===== src/design/nnpr_pkg.sv =====
// shared types, codes and constants of the nearest-point retention block
// no dependencies; imported by the top level, the distance unit and the checker
package nnpr_pkg;

  // item kinds
  localparam int KIND_W = 2;
  typedef logic [KIND_W-1:0] kind_t;
  localparam kind_t KIND_START  = 2'd0;
  localparam kind_t KIND_CAND   = 2'd1;
  localparam kind_t KIND_FINISH = 2'd2;

  // configuration register indexes
  localparam int CFG_IDX_W  = 1;
  localparam int CFG_DATA_W = 32;
  typedef logic [CFG_IDX_W-1:0] cfg_idx_t;
  localparam cfg_idx_t CFG_CULL_RADIUS = 1'd0;
  localparam cfg_idx_t CFG_LOCK_ID     = 1'd1;

  // cull radius and its square
  localparam int CULL_W    = 16;
  localparam int CULL_SQ_W = 2 * CULL_W;
  localparam logic [CULL_W-1:0]    CULL_RESET    = 16'd4096;
  localparam logic [CULL_SQ_W-1:0] CULL_SQ_RESET = 32'd16777216;

  // fixed field widths
  localparam int ID_W         = 32;
  localparam int HP_W         = 32;
  localparam int KEPT_COUNT_W = 6;

  // per-axis distance magnitude saturates at 31 bits
  localparam int AXIS_MAG_MAX_W = 31;

  function automatic int axis_mag_w(input int coord_bits);
    return (coord_bits > AXIS_MAG_MAX_W) ? AXIS_MAG_MAX_W : coord_bits;
  endfunction

endpackage


===== src/design/nearest_n_point_retention_top.sv =====
// Nearest-point retention block: keeps up to MAX_KEPT points nearest to a reference point
// and emits them on a finish beat. A start beat and a kind-3 beat are taken without leaving
// the idle state. A candidate beat occupies the block through accept, three stages of the
// shared distance unit, compare and store update; when it fills the store or replaces the
// farthest point, a rescan follows that streams every kept point from the single read port
// of the point memory through the same distance unit, one per cycle. A finish beat produces
// max(1, kept count) result beats, each read from the point memory, loaded into the result
// register and held until out_ready. in_ready is high only while the block is idle. Depends
// on nnpr_pkg, nnpr_ram and nnpr_dist.
module nearest_n_point_retention_top
  import nnpr_pkg::*;
#(
  parameter int MAX_KEPT   = 32,
  parameter int COORD_BITS = 20
) (
  input  logic                         clk,
  input  logic                         rst_n,
  // input channel
  input  logic                         in_valid,
  output logic                         in_ready,
  input  kind_t                        in_kind,
  input  logic signed [COORD_BITS-1:0] in_pos_x,
  input  logic signed [COORD_BITS-1:0] in_pos_y,
  input  logic signed [ID_W-1:0]       in_entity_id,
  input  logic signed [HP_W-1:0]       in_hit_points,
  // result channel
  output logic                         out_valid,
  input  logic                         out_ready,
  output logic                         out_entry_valid,
  output logic signed [COORD_BITS-1:0] out_entry_x,
  output logic signed [COORD_BITS-1:0] out_entry_y,
  output logic                         out_last,
  output logic [KEPT_COUNT_W-1:0]      out_kept_count,
  output logic                         out_limited,
  output logic                         out_has_lock,
  output logic signed [COORD_BITS-1:0] out_locked_x,
  output logic signed [COORD_BITS-1:0] out_locked_y,
  // configuration
  input  logic                         cfg_we,
  input  cfg_idx_t                     cfg_index,
  input  logic [CFG_DATA_W-1:0]        cfg_data
);

  localparam int IDX_W  = (MAX_KEPT > 1) ? $clog2(MAX_KEPT) : 1;
  localparam int CNT_W  = $clog2(MAX_KEPT + 1);
  localparam int MAG_W  = axis_mag_w(COORD_BITS);
  localparam int DIST_W = 2 * MAG_W + 1;
  localparam int CMP_W  = (DIST_W > CULL_SQ_W) ? DIST_W : CULL_SQ_W;
  localparam int PT_W   = 2 * COORD_BITS;

  // sequencer states
  localparam logic [2:0] ST_IDLE      = 3'd0;
  localparam logic [2:0] ST_CAND_DIST = 3'd1;
  localparam logic [2:0] ST_CAND_ACT  = 3'd2;
  localparam logic [2:0] ST_SCAN      = 3'd3;
  localparam logic [2:0] ST_EMIT_RD   = 3'd4;
  localparam logic [2:0] ST_EMIT_LD   = 3'd5;
  localparam logic [2:0] ST_EMIT_WAIT = 3'd6;

  logic [2:0]                  state_r, state_nxt;
  logic [CULL_W-1:0]           cull_radius_r;
  logic [CULL_SQ_W-1:0]        cull_sq_r;
  logic signed [ID_W-1:0]      lock_id_r;
  logic signed [COORD_BITS-1:0] ref_x_r, ref_y_r;
  logic signed [COORD_BITS-1:0] cand_x_r, cand_y_r;
  logic [CNT_W-1:0]            count_r;
  logic [IDX_W-1:0]            far_idx_r;
  logic [DIST_W-1:0]           far_dist_r;
  logic                        limited_r;
  logic                        lock_seen_r;
  logic signed [COORD_BITS-1:0] lock_x_r, lock_y_r;
  logic                        in_range_r, nearer_r;
  logic [CNT_W-1:0]            scan_rd_idx_r, scan_res_idx_r;
  logic                        rd_pend_r;
  logic [IDX_W-1:0]            emit_idx_r;
  logic                        out_valid_r, out_entry_valid_r, out_last_r;
  logic signed [COORD_BITS-1:0] out_x_r, out_y_r;

  logic                        in_beat, cand_beat, full, scan_issue;
  logic                        lock_hit, res_last, emit_last, rescan;
  logic                        ram_we;
  logic [IDX_W-1:0]            ram_waddr, ram_raddr;
  logic [PT_W-1:0]             ram_wdata, ram_rdata;
  logic                        dist_in_vld, dist_out_vld;
  logic signed [COORD_BITS-1:0] dist_ax, dist_ay;
  logic [DIST_W-1:0]           dist_val;

  // handshake and decode
  assign in_ready   = (state_r == ST_IDLE);
  assign in_beat    = in_valid && in_ready;
  assign cand_beat  = in_beat && (in_kind == KIND_CAND);
  assign full       = (count_r == CNT_W'(MAX_KEPT));
  assign scan_issue = (state_r == ST_SCAN) && (scan_rd_idx_r < count_r);
  assign res_last   = ((scan_res_idx_r + CNT_W'(1)) == count_r);
  assign emit_last  = (count_r == '0) || ((CNT_W'(emit_idx_r) + CNT_W'(1)) == count_r);
  assign rescan     = in_range_r && (full ? nearer_r
                                          : ((count_r + CNT_W'(1)) == CNT_W'(MAX_KEPT)));
  assign lock_hit   = (lock_id_r != '0) && (in_entity_id == lock_id_r) &&
                      !in_hit_points[HP_W-1] && (in_hit_points != '0);

  // point memory: append at count, replace at the farthest index
  assign ram_we    = (state_r == ST_CAND_ACT) && in_range_r && (!full || nearer_r);
  assign ram_waddr = full ? far_idx_r : count_r[IDX_W-1:0];
  assign ram_wdata = {cand_x_r, cand_y_r};
  assign ram_raddr = (state_r == ST_SCAN) ? scan_rd_idx_r[IDX_W-1:0] : emit_idx_r;

  nnpr_ram #(
    .WIDTH (PT_W),
    .DEPTH (MAX_KEPT)
  ) u_nnpr_ram (
    .clk   (clk),
    .we    (ram_we),
    .waddr (ram_waddr),
    .wdata (ram_wdata),
    .raddr (ram_raddr),
    .rdata (ram_rdata)
  );

  // distance unit operands: new candidate or a kept point being rescanned
  assign dist_in_vld = cand_beat || rd_pend_r;
  assign dist_ax     = rd_pend_r ? $signed(ram_rdata[PT_W-1:COORD_BITS]) : in_pos_x;
  assign dist_ay     = rd_pend_r ? $signed(ram_rdata[COORD_BITS-1:0]) : in_pos_y;

  nnpr_dist #(
    .COORD_BITS (COORD_BITS)
  ) u_nnpr_dist (
    .clk       (clk),
    .rst_n     (rst_n),
    .start_vld (dist_in_vld),
    .pt_x      (dist_ax),
    .pt_y      (dist_ay),
    .ref_x     (ref_x_r),
    .ref_y     (ref_y_r),
    .res_vld   (dist_out_vld),
    .res_dist  (dist_val)
  );

  // sequencer
  always_comb begin
    state_nxt = state_r;
    unique case (state_r)
      ST_IDLE: begin
        if (in_beat && (in_kind == KIND_CAND)) begin
          state_nxt = ST_CAND_DIST;
        end else if (in_beat && (in_kind == KIND_FINISH)) begin
          state_nxt = ST_EMIT_RD;
        end
      end
      ST_CAND_DIST: begin
        if (dist_out_vld) begin
          state_nxt = ST_CAND_ACT;
        end
      end
      ST_CAND_ACT: begin
        state_nxt = rescan ? ST_SCAN : ST_IDLE;
      end
      ST_SCAN: begin
        if (dist_out_vld && res_last) begin
          state_nxt = ST_IDLE;
        end
      end
      ST_EMIT_RD: begin
        state_nxt = ST_EMIT_LD;
      end
      ST_EMIT_LD: begin
        state_nxt = ST_EMIT_WAIT;
      end
      ST_EMIT_WAIT: begin
        if (out_valid_r && out_ready) begin
          state_nxt = out_last_r ? ST_IDLE : ST_EMIT_RD;
        end
      end
      default: begin
        state_nxt = ST_IDLE;
      end
    endcase
  end

  // control and run state
  always_ff @(posedge clk) begin
    if (!rst_n) begin
      state_r        <= ST_IDLE;
      cull_radius_r  <= CULL_RESET;
      cull_sq_r      <= CULL_SQ_RESET;
      lock_id_r      <= '0;
      ref_x_r        <= '0;
      ref_y_r        <= '0;
      count_r        <= '0;
      far_idx_r      <= '0;
      far_dist_r     <= '0;
      limited_r      <= 1'b0;
      lock_seen_r    <= 1'b0;
      lock_x_r       <= '0;
      lock_y_r       <= '0;
      rd_pend_r      <= 1'b0;
      scan_rd_idx_r  <= '0;
      scan_res_idx_r <= '0;
      emit_idx_r     <= '0;
      out_valid_r    <= 1'b0;
    end else begin
      state_r   <= state_nxt;
      cull_sq_r <= CULL_SQ_W'(cull_radius_r) * CULL_SQ_W'(cull_radius_r);
      rd_pend_r <= scan_issue;

      // configuration writes
      if (cfg_we) begin
        unique case (cfg_index)
          CFG_CULL_RADIUS: cull_radius_r <= cfg_data[CULL_W-1:0];
          CFG_LOCK_ID:     lock_id_r     <= $signed(cfg_data[ID_W-1:0]);
          default: ;
        endcase
      end

      // accepted input beat
      if (in_beat) begin
        case (in_kind)
          KIND_START: begin
            ref_x_r     <= in_pos_x;
            ref_y_r     <= in_pos_y;
            count_r     <= '0;
            far_idx_r   <= '0;
            far_dist_r  <= '0;
            limited_r   <= 1'b0;
            lock_seen_r <= 1'b0;
            lock_x_r    <= '0;
            lock_y_r    <= '0;
          end
          KIND_CAND: begin
            if (lock_hit) begin
              lock_seen_r <= 1'b1;
              lock_x_r    <= in_pos_x;
              lock_y_r    <= in_pos_y;
            end
          end
          KIND_FINISH: begin
            emit_idx_r <= '0;
          end
          default: ;
        endcase
      end

      // store update after the cull compare
      if (state_r == ST_CAND_ACT) begin
        scan_rd_idx_r  <= '0;
        scan_res_idx_r <= '0;
        if (in_range_r) begin
          if (!full) begin
            count_r <= count_r + CNT_W'(1);
          end else begin
            limited_r <= 1'b1;
          end
        end
      end

      // rescan: issue reads, track the farthest (lowest index on ties)
      if (scan_issue) begin
        scan_rd_idx_r <= scan_rd_idx_r + CNT_W'(1);
      end
      if ((state_r == ST_SCAN) && dist_out_vld) begin
        scan_res_idx_r <= scan_res_idx_r + CNT_W'(1);
        if ((scan_res_idx_r == '0) || (dist_val > far_dist_r)) begin
          far_dist_r <= dist_val;
          far_idx_r  <= scan_res_idx_r[IDX_W-1:0];
        end
      end

      // result beat
      if (state_r == ST_EMIT_LD) begin
        out_valid_r <= 1'b1;
      end else if (out_valid_r && out_ready) begin
        out_valid_r <= 1'b0;
        if (!out_last_r) begin
          emit_idx_r <= emit_idx_r + IDX_W'(1);
        end
      end
    end
  end

  // candidate payload and compare flags
  always_ff @(posedge clk) begin
    if (cand_beat) begin
      cand_x_r <= in_pos_x;
      cand_y_r <= in_pos_y;
    end
    if ((state_r == ST_CAND_DIST) && dist_out_vld) begin
      in_range_r <= (CMP_W'(dist_val) <= CMP_W'(cull_sq_r));
      nearer_r   <= (dist_val < far_dist_r);
    end
  end

  // result payload register
  always_ff @(posedge clk) begin
    if (state_r == ST_EMIT_LD) begin
      out_entry_valid_r <= (count_r != '0);
      out_x_r           <= (count_r != '0) ? $signed(ram_rdata[PT_W-1:COORD_BITS]) : '0;
      out_y_r           <= (count_r != '0) ? $signed(ram_rdata[COORD_BITS-1:0]) : '0;
      out_last_r        <= emit_last;
    end
  end

  // outputs
  assign out_valid       = out_valid_r;
  assign out_entry_valid = out_entry_valid_r;
  assign out_entry_x     = out_x_r;
  assign out_entry_y     = out_y_r;
  assign out_last        = out_last_r;
  assign out_kept_count  = KEPT_COUNT_W'(count_r);
  assign out_limited     = limited_r;
  assign out_has_lock    = lock_seen_r;
  assign out_locked_x    = lock_x_r;
  assign out_locked_y    = lock_y_r;

endmodule


===== src/design/nnpr_ram.sv =====
// generic single-write, single-read memory with registered read data
// no dependencies
module nnpr_ram #(
  parameter int WIDTH = 40,
  parameter int DEPTH = 32
) (
  input  logic                                   clk,
  input  logic                                   we,
  input  logic [((DEPTH > 1) ? $clog2(DEPTH) : 1)-1:0] waddr,
  input  logic [WIDTH-1:0]                       wdata,
  input  logic [((DEPTH > 1) ? $clog2(DEPTH) : 1)-1:0] raddr,
  output logic [WIDTH-1:0]                       rdata
);

  logic [WIDTH-1:0] mem_r [DEPTH];
  logic [WIDTH-1:0] rdata_r;

  // write port
  always_ff @(posedge clk) begin
    if (we) begin
      mem_r[waddr] <= wdata;
    end
  end

  // registered read port
  always_ff @(posedge clk) begin
    rdata_r <= mem_r[raddr];
  end

  assign rdata = rdata_r;

endmodule


===== src/design/nnpr_dist.sv =====
// shared squared-distance unit: three-stage pipeline, one point per cycle
// depends on nnpr_pkg for the axis magnitude width
module nnpr_dist
  import nnpr_pkg::*;
#(
  parameter int COORD_BITS = 20
) (
  input  logic                                  clk,
  input  logic                                  rst_n,
  input  logic                                  start_vld,
  input  logic signed [COORD_BITS-1:0]          pt_x,
  input  logic signed [COORD_BITS-1:0]          pt_y,
  input  logic signed [COORD_BITS-1:0]          ref_x,
  input  logic signed [COORD_BITS-1:0]          ref_y,
  output logic                                  res_vld,
  output logic [2*axis_mag_w(COORD_BITS):0]     res_dist
);

  localparam int MAG_W  = axis_mag_w(COORD_BITS);
  localparam int SQ_W   = 2 * MAG_W;
  localparam int DIST_W = SQ_W + 1;
  localparam logic [COORD_BITS-1:0] MAG_LIMIT = COORD_BITS'({MAG_W{1'b1}});

  logic signed [COORD_BITS:0] diff_x, diff_y;
  logic [COORD_BITS:0]        abs_x, abs_y;
  logic [MAG_W-1:0]           mag_x, mag_y;
  logic [MAG_W-1:0]           mag_x_r, mag_y_r;
  logic [SQ_W-1:0]            sq_x_r, sq_y_r;
  logic [DIST_W-1:0]          dist_r;
  logic [2:0]                 vld_r;

  // axis differences, magnitude, saturation
  always_comb begin
    diff_x = {pt_x[COORD_BITS-1], pt_x} - {ref_x[COORD_BITS-1], ref_x};
    diff_y = {pt_y[COORD_BITS-1], pt_y} - {ref_y[COORD_BITS-1], ref_y};
    abs_x  = diff_x[COORD_BITS] ? -diff_x : diff_x;
    abs_y  = diff_y[COORD_BITS] ? -diff_y : diff_y;
    mag_x  = (abs_x[COORD_BITS-1:0] > MAG_LIMIT) ? {MAG_W{1'b1}}
                                                 : abs_x[MAG_W-1:0];
    mag_y  = (abs_y[COORD_BITS-1:0] > MAG_LIMIT) ? {MAG_W{1'b1}}
                                                 : abs_y[MAG_W-1:0];
  end

  // valid pipe
  always_ff @(posedge clk) begin
    if (!rst_n) begin
      vld_r <= '0;
    end else begin
      vld_r <= {vld_r[1:0], start_vld};
    end
  end

  // magnitude, square, sum stages
  always_ff @(posedge clk) begin
    mag_x_r <= mag_x;
    mag_y_r <= mag_y;
    sq_x_r  <= SQ_W'(mag_x_r) * SQ_W'(mag_x_r);
    sq_y_r  <= SQ_W'(mag_y_r) * SQ_W'(mag_y_r);
    dist_r  <= DIST_W'(sq_x_r) + DIST_W'(sq_y_r);
  end

  assign res_vld  = vld_r[2];
  assign res_dist = dist_r;

endmodule


===== config.mk =====
export PLATFORM = sky130hd
export DESIGN_NAME = nearest_n_point_retention_top
export DESIGN_NICKNAME = d
export VERILOG_FILES = /design/src/design/nnpr_pkg.sv /design/src/design/nearest_n_point_retention_top.sv /design/src/design/nnpr_ram.sv /design/src/design/nnpr_dist.sv
export SDC_FILE = /design/constraint.sdc
export NUM_CORES = 2
export LEC_CHECK = 0
export BUFFER_PORTS_ARGS = -buffer_cell sky130_fd_sc_hd__buf_2
export CORE_ASPECT_RATIO = 0.6
export CORE_UTILIZATION = 55
export DETAILED_ROUTE_END_ITERATION = 8
export PLACE_DENSITY = 0.71
export SETUP_SLACK_MARGIN = 0.3
export SLEW_MARGIN = 20
export SYNTH_ARGS = -nofsm -noshare
export SYNTH_HDL_FRONTEND = slang
export SYNTH_SLANG_ARGS = --single-unit

===== constraint.sdc =====
create_clock -name clk -period 9.9 [get_ports clk]
set_clock_uncertainty 0.2 [all_clocks]
set_input_delay 0.99 -clock clk [delete_from_list [all_inputs] [get_ports clk]]
set_output_delay 0.99 -clock clk [all_outputs]
set_load 0.02 [all_outputs]

# Yosys cells after proc, flatten, opt, wreduce, memory -nomap -nowiden
# Memory sizes are Yosys's and may differ from the RTL's. A register that Yosys moved wholly into a read port is not among the register bits.
# Cells that the tools add are included.
# word_totals
ram_bits	1280
elab_cells	158
inputBits	144
n_memories	1
register_bits	484
# memory_table
name	words	width	rd	rd_clocked_by_memory_dff	write_ports	line	rtl
u_nnpr_ram.mem_r	32	40	1	1	1	nnpr_ram.sv:15	logic [WIDTH-1:0] mem_r [DEPTH];
# op_classes
order_cmp	6
n_bitwise	1
eq_ne	18
n_mul	3
n_reduce_logical	36
muxes	51
addsub	10
# ops
op	count
$mux W41	4
$mux W20	6
$mul A20 B20 Y40	2
$pmux W20 S2	2
$reduce_bool A32 Y1	2
$mux W5	11
$mux W6	8
$sub A20 B20 Y21	2
$add A40 B40 Y41	1
$gt A41 B41 Y1	1
$le A41 B32 Y1	1
$lt A41 B41 Y1	1
$gt A20 B20 Y1 const B	2
$neg A20 Y20	2
$eq A32 B32 Y1	1
$mul A16 B16 Y32	1
$pmux W3 S7	1
$add A6 B1 Y6 const B	3
$mux W3	6
$logic_and A1 B1 Y1	14
$eq A6 B6 Y1	2
$eq A6 B6 Y1 const B	2
$logic_not A6 Y1	2
$mux W1	11
23 further kinds	37

# Logic depth before layout (Yosys ltp)
# logic_depth
ltp_word	6
depth_mapped	30
depth_no_buf	29

# Modules after synthesis
# Synthesis repeated with hierarchy kept, for this count alone.
# unflattened
hier_cells	8585
area_unflattened_um2	103735.7
# modules_own_cells
mod	area_per_inst_um2	n_inst	cells_each
nnpr_ram	50564.7	1	2813
nnpr_dist	30900.9	1	3354
nearest_n_point_retention_top	22270.1	1	2418

# Worst setup path before layout
# Ideal clock, no wire load.
# synth_path
path_kind	reg2reg
startpoint	register u_nnpr_dist.mag_y_r[11]
endpoint	register u_nnpr_dist.sq_y_r[38]
setup_slack_ns	2.586
period_less_slack_ns	7.314
arrival_time_ns	7.042
setup_time_ns	0.072
stages_incl_launch_ff	28
required_ns	9.628
path_cell_list	dfxtp_1 > clkbuf_1 > clkbuf_1 > nand2_1 > inv_1 > fa_1 > fa_1 > inv_1 > fa_1 > inv_1 > fa_1 > fa_1 > fa_1 > inv_1 > fa_1 > inv_1 > ha_1 > a21oi_1 > o211ai_1 > a31oi_1 > nor2_1 > a221o_1 > a311o_2 > a221oi_4 > nor3_2 > or3_1 > a21oi_2 > xnor2_1
# synth_between
elab_chain_cells	1
# synth_rtl
item	line	rtl
from (decl)	nnpr_dist.sv:27	logic [MAG_W-1:0] mag_x_r, mag_y_r;
from (signal assigned)	nnpr_dist.sv:56	mag_y_r <= mag_y;
$mul A20 B20 Y40	nnpr_dist.sv:58	sq_y_r <= SQ_W'(mag_y_r) * SQ_W'(mag_y_r);
to (signal assigned)	nnpr_dist.sv:58	
to (decl)	nnpr_dist.sv:28	logic [SQ_W-1:0] sq_x_r, sq_y_r;
# No other way between the ends.
# A chain may end at the register's enable or synchronous reset.

# Worst setup path after layout
# layout_path
startpoint	register u_nnpr_dist.mag_y_r[6]
endpoint	register u_nnpr_dist.sq_y_r[38]
# The elaborated chain is that of the path after synthesis.

==> results.md <==
- Status: finished, final reports clean
- Fin util: 0.602
- Most common cell in the synthesized netlist: edfxtp_1
- Worst path slowest cell: dfxtp_1
- CTS Hold Buffers Added: 0
- Post-synthesis sequential area ratio: 0.479
- Fraction of registers with async set/reset: 0
- CP max stage delay: just under 0.8 ns
- CTS tree: yes
- Row count: approximately 120
- Post-Route WL: roughly 280 mm
- Worst relative slew slack: 0.156
- I/O pin cnt: around 240
- Crit Path Max Fanout: 16
- Inserted Clock Buffers: between 150 and 200
- Clk_lat worst skew: 0.86 ns
- Most used cell, CP: fa_1
- Estimated wirelength of the detail-placed design: about 180 mm
- Core region area: about 0.19 mm2
- Most used DFF post-synth: edfxtp_1
- Vias in the first global route: between 60000 and 70000
- Crit path DAT: slightly below 9 ns
- Maxcap violations: 0
- WL per Instance: roughly 24 um
- Root buf cell: clkbuf_16
- Final Hold Viols: 0
- Avg Cell Area, Syn: 11.2 um2
- Top cell type's share of synthesized area: 0.394
- RSZ-0062 raised after global routing: no
- Clock slew at reported path FFs: ~0.07 ns
- Port buffer count: 235
- Post-CTS Resized: 0
- H-tree Lvls: 4
- Worst slew pin tran: 1.26 ns
- Setup Buffers After CTS: 0
- Top Layer Used: met5
- Synth Instances: about 9300
- Number of unique standard cell types used by synthesis: a little over 90
- Synth top cells by count: edfxtp_1 (1364), nand2_1 (1277), inv_1 (1103), fa_1 (723), ha_1 (571)
- Number of synthesized flops with an enable pin: around 1400
- Top cell type by total area after synthesis: edfxtp_1
- Synth Warn #: 0
- Max clock buf depth: 4
- Met1 WL: roughly 120 mm
- Die height: about 340 um
- Starting density of the core: 0.554
- Setup CP Type: flip-flop to flip-flop
- Largest net degree at the start of global routing: slightly below 200
- Crit end category: flip-flop
- Critical-path cell list: inv_1 > nor2_1 > inv_1 > fa_1 > fa_1 > fa_1 > inv_1 > fa_1 > fa_1 > fa_1 > fa_1 > ha_1 > a22oi_1 > o211ai_1 > a31oi_1 > nor2_1 > a221o_1 > a311o_2 > a221oi_4 > nor3_2 > or3_1 > a21oi_2 > xnor2_1
- Met3 routed WL: 34.4 mm
- Tcrit/Tclk final: 0.841
- First-pass GRT wire length: roughly 430 mm
- Die area: about 0.19 mm2
- Setup TNS: 0 ns
- CTS sink cnt: about 1800
- Synth top area cells: edfxtp_1 (39%), fa_1 (14%), dfxtp_1 (8.4%)
- Wire length on met2: between 100 and 150 mm
- Detailed Route Iter0 Violations: just over 8000
- Gr ovfl total: 0
- CP Launch Type: flip-flop
- Count of final setup violators: 0
- Vias/cell: 5.96
- Nets: about 11000
- Initial antenna violation count: 15
- Max Clock Freq: about 120 MHz
- Fin crit period: approximately 8.3 ns
- CP required: approximately 10 ns
- GR Util All Layers: 0.295
- Via count: around 70000
- Max-slew violations: 0
- Detail Route Antenna Nets: 0
- DRC: 0
- Share of cells above drive strength 1: 0.0729
- First-pass DRT Iterations: 6
- Syn_nets: between 10000 and 15000
- Die width: roughly 560 um
- Area delta synth->final: 8.72%
- Fill cells: ~15000
- Setup ws final: 1.57 ns
- RD Place Congestion: approximately 0.93
- Min-Delay Path Class: input pin to flip-flop
- Cell Area, Synth: between 0.1 and 0.15 mm2
- #FFs+latches synth: 1801
- Dpl ws: 1.74 ns
-- kinds of logic after synthesis --
| family | count (synthesis) | share of synthesized area |
|---|---|---|
| and+or+nand+nor | 2529 | 0.113 |
| xor gates and xnor gates | 283 | 0.0239 |
| adders and majority gates | 1295 | 0.208 |
| DFF | 1801 | 0.479 |
| AOI/OAI and AO/OA | 1662 | 0.109 |
| buffers and inverters | 1583 | 0.0574 |
| muxes | 99 | 0.0101 |
-- area by class of cell --
type	count	area, um2	share of cell area
Timing Repair Buffer	325	1950	0.0173
Inverter	1106	4160	0.0368
Tap cell	2500	3130	0.0277
Sequential cell	1801	49700	0.440
Antenna cell	3	7.51	0.0000665
Multi-Input combinational cell	5868	48600	0.430
Clock inverter	70	737	0.00653
Clock buffer	230	4690	0.0416
-- critical path: cells and delay by family, from the launching register on --
kind | cells | cell delay [ns]
buf+inv | 3 | 0.55
xor+xnor | 1 | 0.12
fa+ha+maj | 8 | 3.83
simple gates | 4 | 0.83
compound gates | 7 | 1.94
flops | 1 | 0.79
-- registers in the layout, indices dropped and copies added (netlist names), 31 cells and up --
register	cells
cull_sq_r	31
far_dist_r	41
lock_id_r	32
u_nnpr_dist.res_dist	41
u_nnpr_dist.sq_x_r	39
u_nnpr_dist.sq_y_r	39
u_nnpr_ram.mem_r	1280
u_nnpr_ram.rdata	40
-- stage by stage --
step,cells,hold slack [ns],cell area [um2]
finish,11900,0.216,113000
global route,11900,0.196,113000
CTS,11900,0.170,113000
detailed placement,11600,0.229,107000
global placement,11600,0.222,107000
floorplan,9252,0.158,104000
-- placed cells by master (no fill, tap or decap), types with 190 or more instances in the layout --
master and count:
a211oi_1 456, a21oi_1 402, a31oi_1 190, and2_0 269, and2_1 283, buf_2 234
dfxtp_1 436, edfxtp_1 1364, fa_1 723, ha_1 571, inv_1 1103, nand2_1 1276
nor2_1 281
-- final timing paths --
kind / slack, ns / to / startpoint / cells after the start
hold reg to reg: 0.24 / u_nnpr_dist.vld_r[1]$_SDFF_PN0_ / u_nnpr_dist.vld_r[0]$_SDFF_PN0_ / 1
setup / recovery: 1.57 / u_nnpr_dist.sq_y_r[38]$_DFF_P_ / u_nnpr_dist.mag_y_r[6]$_SDFF_PN1_ / 23
hold / removal: 0.22 / cand_y_r[2]$_DFFE_PP_ / in_pos_y[2] / 1
setup reg to reg: 1.57 / u_nnpr_dist.sq_y_r[38]$_DFF_P_ / u_nnpr_dist.mag_y_r[6]$_SDFF_PN1_ / 23
-- layer usage --
layer / track usage / up-vias
li1: - / 31700
met1: 0.451 / 35200
met2: 0.420 / 3576
met3: 0.0792 / 406
met4: 0.0607 / 4
met5: 0 / -
Power is left out: the tool's default activity adds up to more than one toggle a clock period on the data nets, which glitch-free logic cannot reach.
